===== config.mk =====
export PLATFORM = sky130hd
export DESIGN_NAME = telemetry_line_parser_router
export DESIGN_NICKNAME = d
export VERILOG_FILES = /design/src/rtl/tlpr_pkg.sv /design/src/rtl/tlpr_ram.sv /design/src/rtl/telemetry_line_parser_router.sv
export SDC_FILE = /design/constraint.sdc
export NUM_CORES = 2
export LEC_CHECK = 0
export BUFFER_PORTS_ARGS = -buffer_cell sky130_fd_sc_hd__buf_2
export CORE_ASPECT_RATIO = 0.8
export CORE_MARGIN = 3
export CORE_UTILIZATION = 55
export DETAILED_ROUTE_END_ITERATION = 10
export PLACE_DENSITY_LB_ADDON = 0.1
export SETUP_SLACK_MARGIN = 0.4
export SYNTH_ARGS = -nofsm -noshare
export SYNTH_HDL_FRONTEND = slang
export SYNTH_HIERARCHICAL = 1
export SYNTH_SLANG_ARGS = --single-unit

===== constraint.sdc =====
create_clock -name clk -period 11.9 [get_ports clk]
set_input_delay 2.38 -clock clk [delete_from_list [all_inputs] [get_ports clk]]
set_output_delay 2.38 -clock clk [all_outputs]
set_load 0.02 [all_outputs]

===== src/rtl/tlpr_pkg.sv =====
`timescale 1ns / 1ps
`default_nettype none
// ----------------------------------------------------------------------------
// tlpr_pkg
// Types, constants and helper functions for the telemetry line parser/router.
// ----------------------------------------------------------------------------
package tlpr_pkg;

    localparam int DEF_NUM_ADDRESSES = 10;
    localparam int DEF_MAX_LINE      = 32;
    localparam int FRAC_DIGITS       = 3;

    localparam int FC_W  = 3;
    localparam int POW_W = 14;

    localparam logic signed [31:0] NO_VALUE  = -32'sd9900;
    localparam logic [31:0]        MAG_LIMIT = 32'h7FFF_FFFF;

    localparam logic [7:0] CH_LF    = 8'h0A;
    localparam logic [7:0] CH_CR    = 8'h0D;
    localparam logic [7:0] CH_TAB   = 8'h09;
    localparam logic [7:0] CH_VT    = 8'h0B;
    localparam logic [7:0] CH_FF    = 8'h0C;
    localparam logic [7:0] CH_SPACE = 8'h20;
    localparam logic [7:0] CH_PLUS  = 8'h2B;
    localparam logic [7:0] CH_MINUS = 8'h2D;
    localparam logic [7:0] CH_DOT   = 8'h2E;
    localparam logic [7:0] CH_ZERO  = 8'h30;
    localparam logic [7:0] CH_NINE  = 8'h39;

    typedef enum logic [1:0] {
        ACT_BYTE  = 2'd0,
        ACT_TICK  = 2'd1,
        ACT_QUERY = 2'd2
    } action_t;

    typedef enum logic [2:0] {
        PH_START = 3'd0,
        PH_CMD   = 3'd1,
        PH_BLANK = 3'd2,
        PH_INT   = 3'd3,
        PH_FRAC  = 3'd4,
        PH_DONE  = 3'd5
    } phase_t;

    typedef struct packed {
        logic       ok;
        logic [1:0] qty;
    } qty_dec_t;

    function automatic qty_dec_t quantity_of(input logic [7:0] c);
        qty_dec_t d;
        d.ok  = 1'b1;
        d.qty = 2'd0;
        case (c)
            8'h49, 8'h69: d.qty = 2'd0;
            8'h52, 8'h72: d.qty = 2'd1;
            8'h46, 8'h66: d.qty = 2'd2;
            8'h50, 8'h70: d.qty = 2'd3;
            default:      d.ok  = 1'b0;
        endcase
        return d;
    endfunction

    // acc * 10 + digit, saturated at MAG_LIMIT
    function automatic logic [31:0] sat_mac(input logic [31:0] acc, input logic [3:0] d);
        logic [35:0] v;
        v = {1'b0, acc, 3'b000} + {3'b000, acc, 1'b0} + {32'd0, d};
        return (v > {4'd0, MAG_LIMIT}) ? MAG_LIMIT : v[31:0];
    endfunction

    function automatic logic [POW_W-1:0] pow_ten(input logic [FC_W-1:0] s);
        logic [POW_W-1:0] p;
        case (s)
            3'd0:    p = 14'd1;
            3'd1:    p = 14'd10;
            3'd2:    p = 14'd100;
            3'd3:    p = 14'd1000;
            default: p = 14'd10000;
        endcase
        return p;
    endfunction

endpackage
`default_nettype wire


===== src/rtl/tlpr_ram.sv =====
`timescale 1ns / 1ps
`default_nettype none
// ----------------------------------------------------------------------------
// tlpr_ram
// Generic single-write, single-read RAM with registered read data.
// ----------------------------------------------------------------------------
module tlpr_ram #(
    parameter int WIDTH = 64,
    parameter int DEPTH = 40
) (
    input  wire logic                     clk,
    input  wire logic                     wr_en,
    input  wire logic [$clog2(DEPTH)-1:0] wr_addr,
    input  wire logic [WIDTH-1:0]         wr_data,
    input  wire logic                     rd_en,
    input  wire logic [$clog2(DEPTH)-1:0] rd_addr,
    output logic      [WIDTH-1:0]         rd_data
);

    logic [WIDTH-1:0] mem_reg [DEPTH];
    logic [WIDTH-1:0] rd_data_reg;

    always_ff @(posedge clk)
    begin
        if (wr_en)
        begin
            mem_reg[wr_addr] <= wr_data;
        end
        if (rd_en)
        begin
            rd_data_reg <= mem_reg[rd_addr];
        end
    end

    assign rd_data = rd_data_reg;

endmodule
`default_nettype wire


===== src/rtl/telemetry_line_parser_router.sv =====
`timescale 1ns / 1ps
`default_nettype none
// ----------------------------------------------------------------------------
// telemetry_line_parser_router
// Parses LF-terminated telemetry lines into a value/time store, answers queries.
// ----------------------------------------------------------------------------
// One beat per clock is taken while item_stall is low: a received byte, a
// millisecond tick or a query. A beat passes an input register, a parse/read
// stage and the result register to reach the result channel, with no gaps for
// back-to-back beats unless a result stalls. The store sits in one RAM
// with a registered read port; a line write and a read of the same entry in
// the next beat are forwarded. Entries never written read as -9900, time 0,
// stale, through per-entry written flags cleared by reset (no clearing pass).
// A stalled result holds the query in the parse/read stage; the input register
// then takes one more beat and item_stall stays high until the result is taken.
module telemetry_line_parser_router
    import tlpr_pkg::*;
#(
    parameter int NUM_ADDRESSES = DEF_NUM_ADDRESSES,
    parameter int MAX_LINE      = DEF_MAX_LINE
) (
    input  wire logic               clk,
    input  wire logic               rst_n,
    input  wire logic               item_valid,
    output logic                    item_stall,
    input  wire logic [1:0]         action,
    input  wire logic [7:0]         rx_byte,
    input  wire logic [3:0]         query_address,
    input  wire logic [1:0]         quantity,
    input  wire logic [31:0]        age_limit_ms,
    output logic                    result_valid,
    input  wire logic               result_stall,
    output logic signed [31:0]      reading,
    output logic [31:0]             stamp_ms,
    output logic                    stale,
    output logic                    address_ok
);

    localparam int ENTRIES = 4 * NUM_ADDRESSES;
    localparam int IDX_W   = $clog2(ENTRIES);
    localparam int LEN_W   = $clog2(MAX_LINE + 1);

    // input stage
    logic              a_valid_reg;
    logic [1:0]        a_action_reg;
    logic [7:0]        a_byte_reg;
    logic [3:0]        a_addr_reg;
    logic [1:0]        a_qty_reg;
    logic [31:0]       a_max_age_reg;

    // parse state
    phase_t            phase_reg, phase_next;
    logic [LEN_W-1:0]  len_reg, len_next;
    logic [3:0]        line_addr_reg, line_addr_next;
    logic              addressed_reg, addressed_next;
    logic [7:0]        cmd_reg, cmd_next;
    logic              neg_reg, neg_next;
    logic [31:0]       acc_reg, acc_next;
    logic [FC_W-1:0]   fc_reg, fc_next;
    logic [31:0]       now_reg;
    logic [ENTRIES-1:0] written_reg;

    // second stage
    logic              b_valid_reg;
    logic              b_query_reg;
    logic              b_wr_reg;
    logic [IDX_W-1:0]  b_idx_reg;
    logic [31:0]       b_acc_reg;
    logic [FC_W-1:0]   b_shift_reg;
    logic              b_neg_reg;
    logic [31:0]       b_stamp_reg;
    logic              b_ok_reg;
    logic [31:0]       b_max_age_reg;
    logic [31:0]       b_now_reg;
    logic              b_written_reg;
    logic              b_hit_reg;
    logic [63:0]       b_hit_data_reg;

    // result register
    logic              out_valid_reg;
    logic signed [31:0] out_reading_reg;
    logic [31:0]       out_stamp_reg;
    logic              out_stale_reg;
    logic              out_ok_reg;

    logic              out_free, b_leave, b_free, a_move, accept;
    logic              byte_move, a_query, a_tick;
    logic [7:0]        c;
    logic              is_lf, is_cr, is_digit, is_blank, is_sign, is_dot;
    logic [LEN_W-1:0]  len_plus;
    logic              overlong;
    logic [31:0]       mac;
    logic              line_short, line_addr_bad, eol_wr;
    qty_dec_t          qd;
    logic [IDX_W-1:0]  line_idx, rd_idx;
    logic              q_ok;
    logic              hit;
    logic [45:0]       prod;
    logic [31:0]       mag;
    logic signed [31:0] wr_value;
    logic [63:0]       wr_data, rd_data, sel_data;
    logic [31:0]       age;
    logic signed [31:0] res_reading;
    logic [31:0]       res_stamp;
    logic              res_stale;

    // ---------------- handshake ----------------
    assign out_free   = !out_valid_reg || !result_stall;
    assign b_leave    = !b_query_reg || out_free;
    assign b_free     = !b_valid_reg || b_leave;
    assign a_move     = a_valid_reg && b_free;
    assign item_stall = a_valid_reg && !b_free;
    assign accept     = item_valid && !item_stall;

    assign byte_move = a_move && (a_action_reg == ACT_BYTE);
    assign a_tick    = a_move && (a_action_reg == ACT_TICK);
    assign a_query   = a_action_reg == ACT_QUERY;

    always_ff @(posedge clk or negedge rst_n)
    begin
        if (!rst_n)
        begin
            a_valid_reg <= 1'b0;
        end
        else if (accept)
        begin
            a_valid_reg <= 1'b1;
        end
        else if (a_move)
        begin
            a_valid_reg <= 1'b0;
        end
    end

    always_ff @(posedge clk)
    begin
        if (accept)
        begin
            a_action_reg  <= action;
            a_byte_reg    <= rx_byte;
            a_addr_reg    <= query_address;
            a_qty_reg     <= quantity;
            a_max_age_reg <= age_limit_ms;
        end
    end

    // ---------------- byte classification ----------------
    assign c        = a_byte_reg;
    assign is_lf    = c == CH_LF;
    assign is_cr    = c == CH_CR;
    assign is_digit = (c >= CH_ZERO) && (c <= CH_NINE);
    assign is_blank = (c == CH_SPACE) || (c == CH_TAB) || (c == CH_VT) || (c == CH_FF);
    assign is_sign  = (c == CH_PLUS) || (c == CH_MINUS);
    assign is_dot   = c == CH_DOT;
    assign len_plus = len_reg + LEN_W'(1);
    assign overlong = !is_lf && !is_cr && (len_plus >= LEN_W'(MAX_LINE));
    assign mac      = sat_mac(acc_reg, c[3:0]);

    // ---------------- parse state machine: next phase ----------------
    always_comb
    begin
        phase_next = phase_reg;
        if (byte_move)
        begin
            if (is_lf || overlong)
            begin
                phase_next = PH_START;
            end
            else if (!is_cr)
            begin
                case (phase_reg)
                    PH_START:
                    begin
                        phase_next = is_digit ? PH_CMD : PH_BLANK;
                    end
                    PH_CMD:
                    begin
                        phase_next = PH_BLANK;
                    end
                    PH_BLANK:
                    begin
                        if (is_blank)
                        begin
                            phase_next = PH_BLANK;
                        end
                        else if (is_sign || is_digit)
                        begin
                            phase_next = PH_INT;
                        end
                        else if (is_dot)
                        begin
                            phase_next = PH_FRAC;
                        end
                        else
                        begin
                            phase_next = PH_DONE;
                        end
                    end
                    PH_INT:
                    begin
                        if (is_digit)
                        begin
                            phase_next = PH_INT;
                        end
                        else if (is_dot)
                        begin
                            phase_next = PH_FRAC;
                        end
                        else
                        begin
                            phase_next = PH_DONE;
                        end
                    end
                    PH_FRAC:
                    begin
                        phase_next = is_digit ? PH_FRAC : PH_DONE;
                    end
                    default:
                    begin
                        phase_next = phase_reg;
                    end
                endcase
            end
        end
    end

    // ---------------- parse state machine: line datapath ----------------
    always_comb
    begin
        len_next       = len_reg;
        line_addr_next = line_addr_reg;
        addressed_next = addressed_reg;
        cmd_next       = cmd_reg;
        neg_next       = neg_reg;
        acc_next       = acc_reg;
        fc_next        = fc_reg;
        if (byte_move)
        begin
            if (is_lf || overlong)
            begin
                len_next       = '0;
                line_addr_next = 4'd0;
                addressed_next = 1'b0;
                cmd_next       = 8'd0;
                neg_next       = 1'b0;
                acc_next       = 32'd0;
                fc_next        = '0;
            end
            else if (!is_cr)
            begin
                len_next = len_plus;
                case (phase_reg)
                    PH_START:
                    begin
                        if (is_digit)
                        begin
                            line_addr_next = c[3:0];
                            addressed_next = 1'b1;
                        end
                        else
                        begin
                            cmd_next = c;
                        end
                    end
                    PH_CMD:
                    begin
                        cmd_next = c;
                    end
                    PH_BLANK:
                    begin
                        if (!is_blank && is_sign)
                        begin
                            neg_next = c == CH_MINUS;
                        end
                        else if (!is_blank && is_digit)
                        begin
                            acc_next = mac;
                        end
                    end
                    PH_INT:
                    begin
                        if (is_digit)
                        begin
                            acc_next = mac;
                        end
                    end
                    PH_FRAC:
                    begin
                        if (is_digit && (fc_reg < FC_W'(FRAC_DIGITS)))
                        begin
                            acc_next = mac;
                            fc_next  = fc_reg + FC_W'(1);
                        end
                    end
                    default:
                    begin
                        acc_next = acc_reg;
                    end
                endcase
            end
        end
    end

    always_ff @(posedge clk or negedge rst_n)
    begin
        if (!rst_n)
        begin
            phase_reg     <= PH_START;
            len_reg       <= '0;
            line_addr_reg <= 4'd0;
            addressed_reg <= 1'b0;
            cmd_reg       <= 8'd0;
            neg_reg       <= 1'b0;
            acc_reg       <= 32'd0;
            fc_reg        <= '0;
            now_reg       <= 32'd0;
        end
        else
        begin
            phase_reg     <= phase_next;
            len_reg       <= len_next;
            line_addr_reg <= line_addr_next;
            addressed_reg <= addressed_next;
            cmd_reg       <= cmd_next;
            neg_reg       <= neg_next;
            acc_reg       <= acc_next;
            fc_reg        <= fc_next;
            if (a_tick)
            begin
                now_reg <= now_reg + 32'd1;
            end
        end
    end

    // ---------------- end of line ----------------
    assign line_short    = (len_reg < LEN_W'(2)) || (addressed_reg && (len_reg < LEN_W'(3)));
    assign line_addr_bad = line_addr_reg >= 4'(NUM_ADDRESSES);
    assign qd            = quantity_of(cmd_reg);
    assign eol_wr        = !line_short && !line_addr_bad && qd.ok;
    assign line_idx      = IDX_W'(qd.qty) * IDX_W'(NUM_ADDRESSES) + IDX_W'(line_addr_reg);

    // ---------------- query read ----------------
    assign q_ok   = a_addr_reg < 4'(NUM_ADDRESSES);
    assign rd_idx = IDX_W'(a_qty_reg) * IDX_W'(NUM_ADDRESSES)
                  + (q_ok ? IDX_W'(a_addr_reg) : IDX_W'(0));
    assign hit    = b_valid_reg && b_wr_reg && (b_idx_reg == rd_idx);

    // ---------------- second stage ----------------
    always_ff @(posedge clk or negedge rst_n)
    begin
        if (!rst_n)
        begin
            b_valid_reg <= 1'b0;
            b_query_reg <= 1'b0;
            b_wr_reg    <= 1'b0;
        end
        else if (a_move)
        begin
            b_valid_reg <= a_query || (byte_move && is_lf && eol_wr);
            b_query_reg <= a_query;
            b_wr_reg    <= byte_move && is_lf && eol_wr;
        end
        else if (b_leave)
        begin
            b_valid_reg <= 1'b0;
        end
    end

    always_ff @(posedge clk)
    begin
        if (a_move)
        begin
            b_idx_reg      <= a_query ? rd_idx : line_idx;
            b_acc_reg      <= acc_reg;
            b_shift_reg    <= FC_W'(FRAC_DIGITS) - fc_reg;
            b_neg_reg      <= neg_reg;
            b_stamp_reg    <= now_reg;
            b_ok_reg       <= q_ok;
            b_max_age_reg  <= a_max_age_reg;
            b_now_reg      <= now_reg;
            b_written_reg  <= written_reg[rd_idx] || hit;
            b_hit_reg      <= hit;
            b_hit_data_reg <= wr_data;
        end
    end

    // value scaling for a line write
    assign prod     = 46'(b_acc_reg) * 46'(pow_ten(b_shift_reg));
    assign mag      = (prod > 46'(MAG_LIMIT)) ? MAG_LIMIT : prod[31:0];
    assign wr_value = b_neg_reg ? -$signed(mag) : $signed(mag);
    assign wr_data  = {b_stamp_reg, wr_value};

    always_ff @(posedge clk or negedge rst_n)
    begin
        if (!rst_n)
        begin
            written_reg <= '0;
        end
        else if (b_valid_reg && b_wr_reg)
        begin
            written_reg[b_idx_reg] <= 1'b1;
        end
    end

    tlpr_ram #(
        .WIDTH (64),
        .DEPTH (ENTRIES)
    ) u_store (
        .clk     (clk),
        .wr_en   (b_valid_reg && b_wr_reg),
        .wr_addr (b_idx_reg),
        .wr_data (wr_data),
        .rd_en   (a_move && a_query),
        .rd_addr (rd_idx),
        .rd_data (rd_data)
    );

    // ---------------- query result ----------------
    assign sel_data = b_hit_reg ? b_hit_data_reg : rd_data;
    assign age      = b_now_reg - sel_data[63:32];

    always_comb
    begin
        res_reading = NO_VALUE;
        res_stamp   = 32'd0;
        res_stale   = 1'b1;
        if (b_ok_reg && b_written_reg)
        begin
            res_reading = $signed(sel_data[31:0]);
            res_stamp   = sel_data[63:32];
            res_stale   = age > b_max_age_reg;
        end
    end

    always_ff @(posedge clk or negedge rst_n)
    begin
        if (!rst_n)
        begin
            out_valid_reg <= 1'b0;
        end
        else if (out_free)
        begin
            out_valid_reg <= b_valid_reg && b_query_reg;
        end
    end

    always_ff @(posedge clk)
    begin
        if (out_free && b_valid_reg && b_query_reg)
        begin
            out_reading_reg <= res_reading;
            out_stamp_reg   <= res_stamp;
            out_stale_reg   <= res_stale;
            out_ok_reg      <= b_ok_reg;
        end
    end

    assign result_valid = out_valid_reg;
    assign reading      = out_reading_reg;
    assign stamp_ms     = out_stamp_reg;
    assign stale        = out_stale_reg;
    assign address_ok   = out_ok_reg;

endmodule
`default_nettype wire


==> impl_metrics.py <==
metrics = {
    "clock_tree": {
        "cts_htree_levels": 5,
        "cts_setup_buffers": 0,
        "cts_resized": 0,
        "cts.clk_slew.worst_paths_ns": 0.07,
        "cts_tree": "yes",
        "root_buffer": "clkbuf_16",
        "cts_buffers": 299,
        "cts_sinks": 3045,
        "clock_latency_ns": 0.86,
        "cts.path.max_buffers": 4,
        "ctsHoldBuffers": 0,
    },
    "logic_synthesis": {
        "synth_top_cell_by_area": "edfxtp_1",
        "syn_inst": 7367,
        "yosys-top-cells-area": "edfxtp_1 (65%), mux4_2 (12%), fa_1 (4.5%), dfrtp_1 (2.5%), ha_1 (2.5%)",
        "yosysWarningCount": 6,
        "ys_types": 97,
        "ys_seq_area_frac": 0.6788,
        "synth_edf_count": 2911,
        "synth_top_area_frac": 0.6538,
        "syn_area_sq_um": 133700,
        "ys.flop_type": "edfxtp_1",
        "synthArstFlopShare": 0.04401,
        "ys_seq_elements": 3045,
        "avgSynthCellArea_sq_um": 18.15,
        "synth_nets": 7987,
    },
    "grt": {
        "grt_max_degree": 133,
        "antenna_found_initial": 8,
        "grt_pass1_wl_um": 506800,
        "grt_pass1_vias": 71917,
        "grt_overflow": 0,
        "track_usage": 0.2821,
    },
    "setup_path": {
        "required_ns": 12.40,
        "critPathCaptureType": "flop",
        "cp_data_arrival_time_ns": 11.45,
        "r2r_cells": 33,
        "cp_slowest_cell": "mux2i_1",
        "worst_path_most_repeated_cell": "fa_1",
        "timing.rr.start": "b_shift_reg[2]",
        "crit_family": "adder cells",
        "worst-path-buf-inv": 5,
        "slowest_delay_ns": 0.61,
        "path_max_fanout": 35,
        "startpoint_type": "flop",
        "r2r_slack_ns": 0.95,
        "rr_endpoint": "u_store/mem_reg[0][26]",
        "critical_path_class": "flop to flop",
    },
    "timing": {
        "rsz0062_at_grt": "false",
        "finalHoldWorstSlack_ns": 0.4121,
        "period_minus_slack_ns": 10.95,
        "slew_viol_final": 0,
        "relSlewSlack": 0.1221,
        "tns_ns": 0,
        "final-hold-violation-count": 0,
        "fin_ws_ns": 0.9501,
        "fin_skew_ns": 0.06570,
        "max_freq_mhz": 91.33,
        "finalSetupViolCount": 0,
        "fin_crit_sh": 0.9202,
        "worst_pin_slew_ns": 1.317,
    },
    "floorplanning": {
        "die_h_um": 447.0,
        "rows": 161,
        "io-pin-count": 120,
        "die_area_sq_um": 249100,
        "core-area_sq_um": 241100,
        "start_util": 0.5545,
        "die_w_um": 557.3,
    },
    "route": {
        "drt_iter0_drc": 8179,
        "met3WireLength_um": 28300,
        "wl_met2_um": 161800,
        "drc": 0,
        "top_layer_used": "met4",
        "vias_per_cell": 6.448,
        "firstDrtPassIters": 6,
        "vias": 71291,
        "wl_per_cell_um": 31.45,
        "wirelength_um": 347800,
        "ant_nets": 0,
        "met1_length_um": 148300,
    },
    "finish": {
        "drive_gt1_frac": 0.2084,
        "fillers": 17339,
        "post-route-util": 0.6137,
        "largest_reg_flops": 2560,
        "instances_no_fill": 11057,
        "fin_area_sq_um": 148000,
        "area_growth_pct": 10.67,
        "finish.net_count": 8275,
    },
    "outcome": {
        "status": "finished clean",
    },
    "hold_path": {
        "hp-start": "a_max_age_reg[20]",
        "hp-class": "flop to flop",
        "hold_depth": 0,
        "hold_path_end": "b_max_age_reg[20]",
    },
    "place": {
        "gp_congestion": 0.8709,
        "pre_cts_ws_ns": 0.6186,
        "dp.cells": 10527,
        "dpl_cell_area_sq_um": 138800,
        "place_hpwl_um": 194900,
        "placement.io_buffers": 119,
    },
    "job": {
        "max-cap-violations": 0,
    },
    "power": {
        "ir_drop_v": 0.0001324,
        "p_total_mw": 25.76,
        "p_per_area_nw_per_um2": 174.1,
        "p_leak_nw": 51.45,
    },
}
[kinds of logic after synthesis]
group	share of synthesized area
AO/OA/AOI/OAI	0.03843
XOR/XNOR	0.008637
adder cells (fa/ha/maj)	0.07005
buffers and inverters	0.02357
flip-flops	0.6788
multiplexers	0.1403
AND/OR/NAND/NOR	0.04019
[cell usage after synthesis, drive strengths merged (45+ instances only)]
master,count
o22ai,66
a21o,86
nand4,69
xnor2,91
mux2i,202
edfxtp,2911
clkbuf,165
buf,168
dfrtp,134
mux2,82
fa,301
mux4,702
nor2,198
a21oi,222
ha,267
nand3,94
o21ai,115
and2,45
nand2,490
inv,417
[worst max path at each step]
stage	cells after the start	to	startpoint	slack, ns
detailed placement	35	u_store/mem_reg[27][26]	b_shift_reg[1]	0.62
CTS	32	u_store/mem_reg[0][26]	b_shift_reg[1]	0.51
floorplan	38	b_hit_data_reg[26]	b_shift_reg[2]	0.68
finish	33	u_store/mem_reg[0][26]	b_shift_reg[2]	0.95
global route	33	u_store/mem_reg[14][30]	b_shift_reg[1]	0.41
global placement	33	u_store/mem_reg[22][28]	b_shift_reg[1]	0.80
[power breakdown]
part / internal (mW) / switching, mW / leakage [nW]
Clock: 5.06 / 3.94 / 4.43
Sequential: 11.9 / 0.0809 / 28.1
Combinational: 1.74 / 3.04 / 18.9
[cell usage in the layout (no fill, tap or decap), types with 118 or more instances in the layout]
master / synthesis / layout
inv_1: 417 / 415
nand2_1: 490 / 488
dfrtp_1: 134 / 134
mux4_2: 702 / 702
clkbuf_16: 0 / 307
ha_1: 267 / 266
mux2i_1: 202 / 201
fa_1: 301 / 300
buf_4: 33 / 190
a21oi_1: 220 / 219
nor2_1: 197 / 158
edfxtp_1: 2911 / 2911
buf_2: 77 / 118
[cell type report]
class                   count  area (sq um)  share of cell area
diodes                      5         12.51          0.00008455
clock buffers             390          8054             0.05443
clock inverters           130          1018            0.006883
inverters                 418          1584             0.01070
multi-input cells        3575         40410              0.2730
flip-flops and latches   3045         90770              0.6134
well taps                3178          3976             0.02687
repair buffers            316          2163             0.01462
[per-layer routing]
| metal | vias up | global-route usage |
|---|---|---|
| met5 | - | 0 |
| met4 | 0 | 0.07272 |
| met3 | 528 | 0.03887 |
| met2 | 3224 | 0.4363 |
| met1 | 38000 | 0.4294 |
| li1 | 29539 | - |
(Power assumes the default switching activity.)
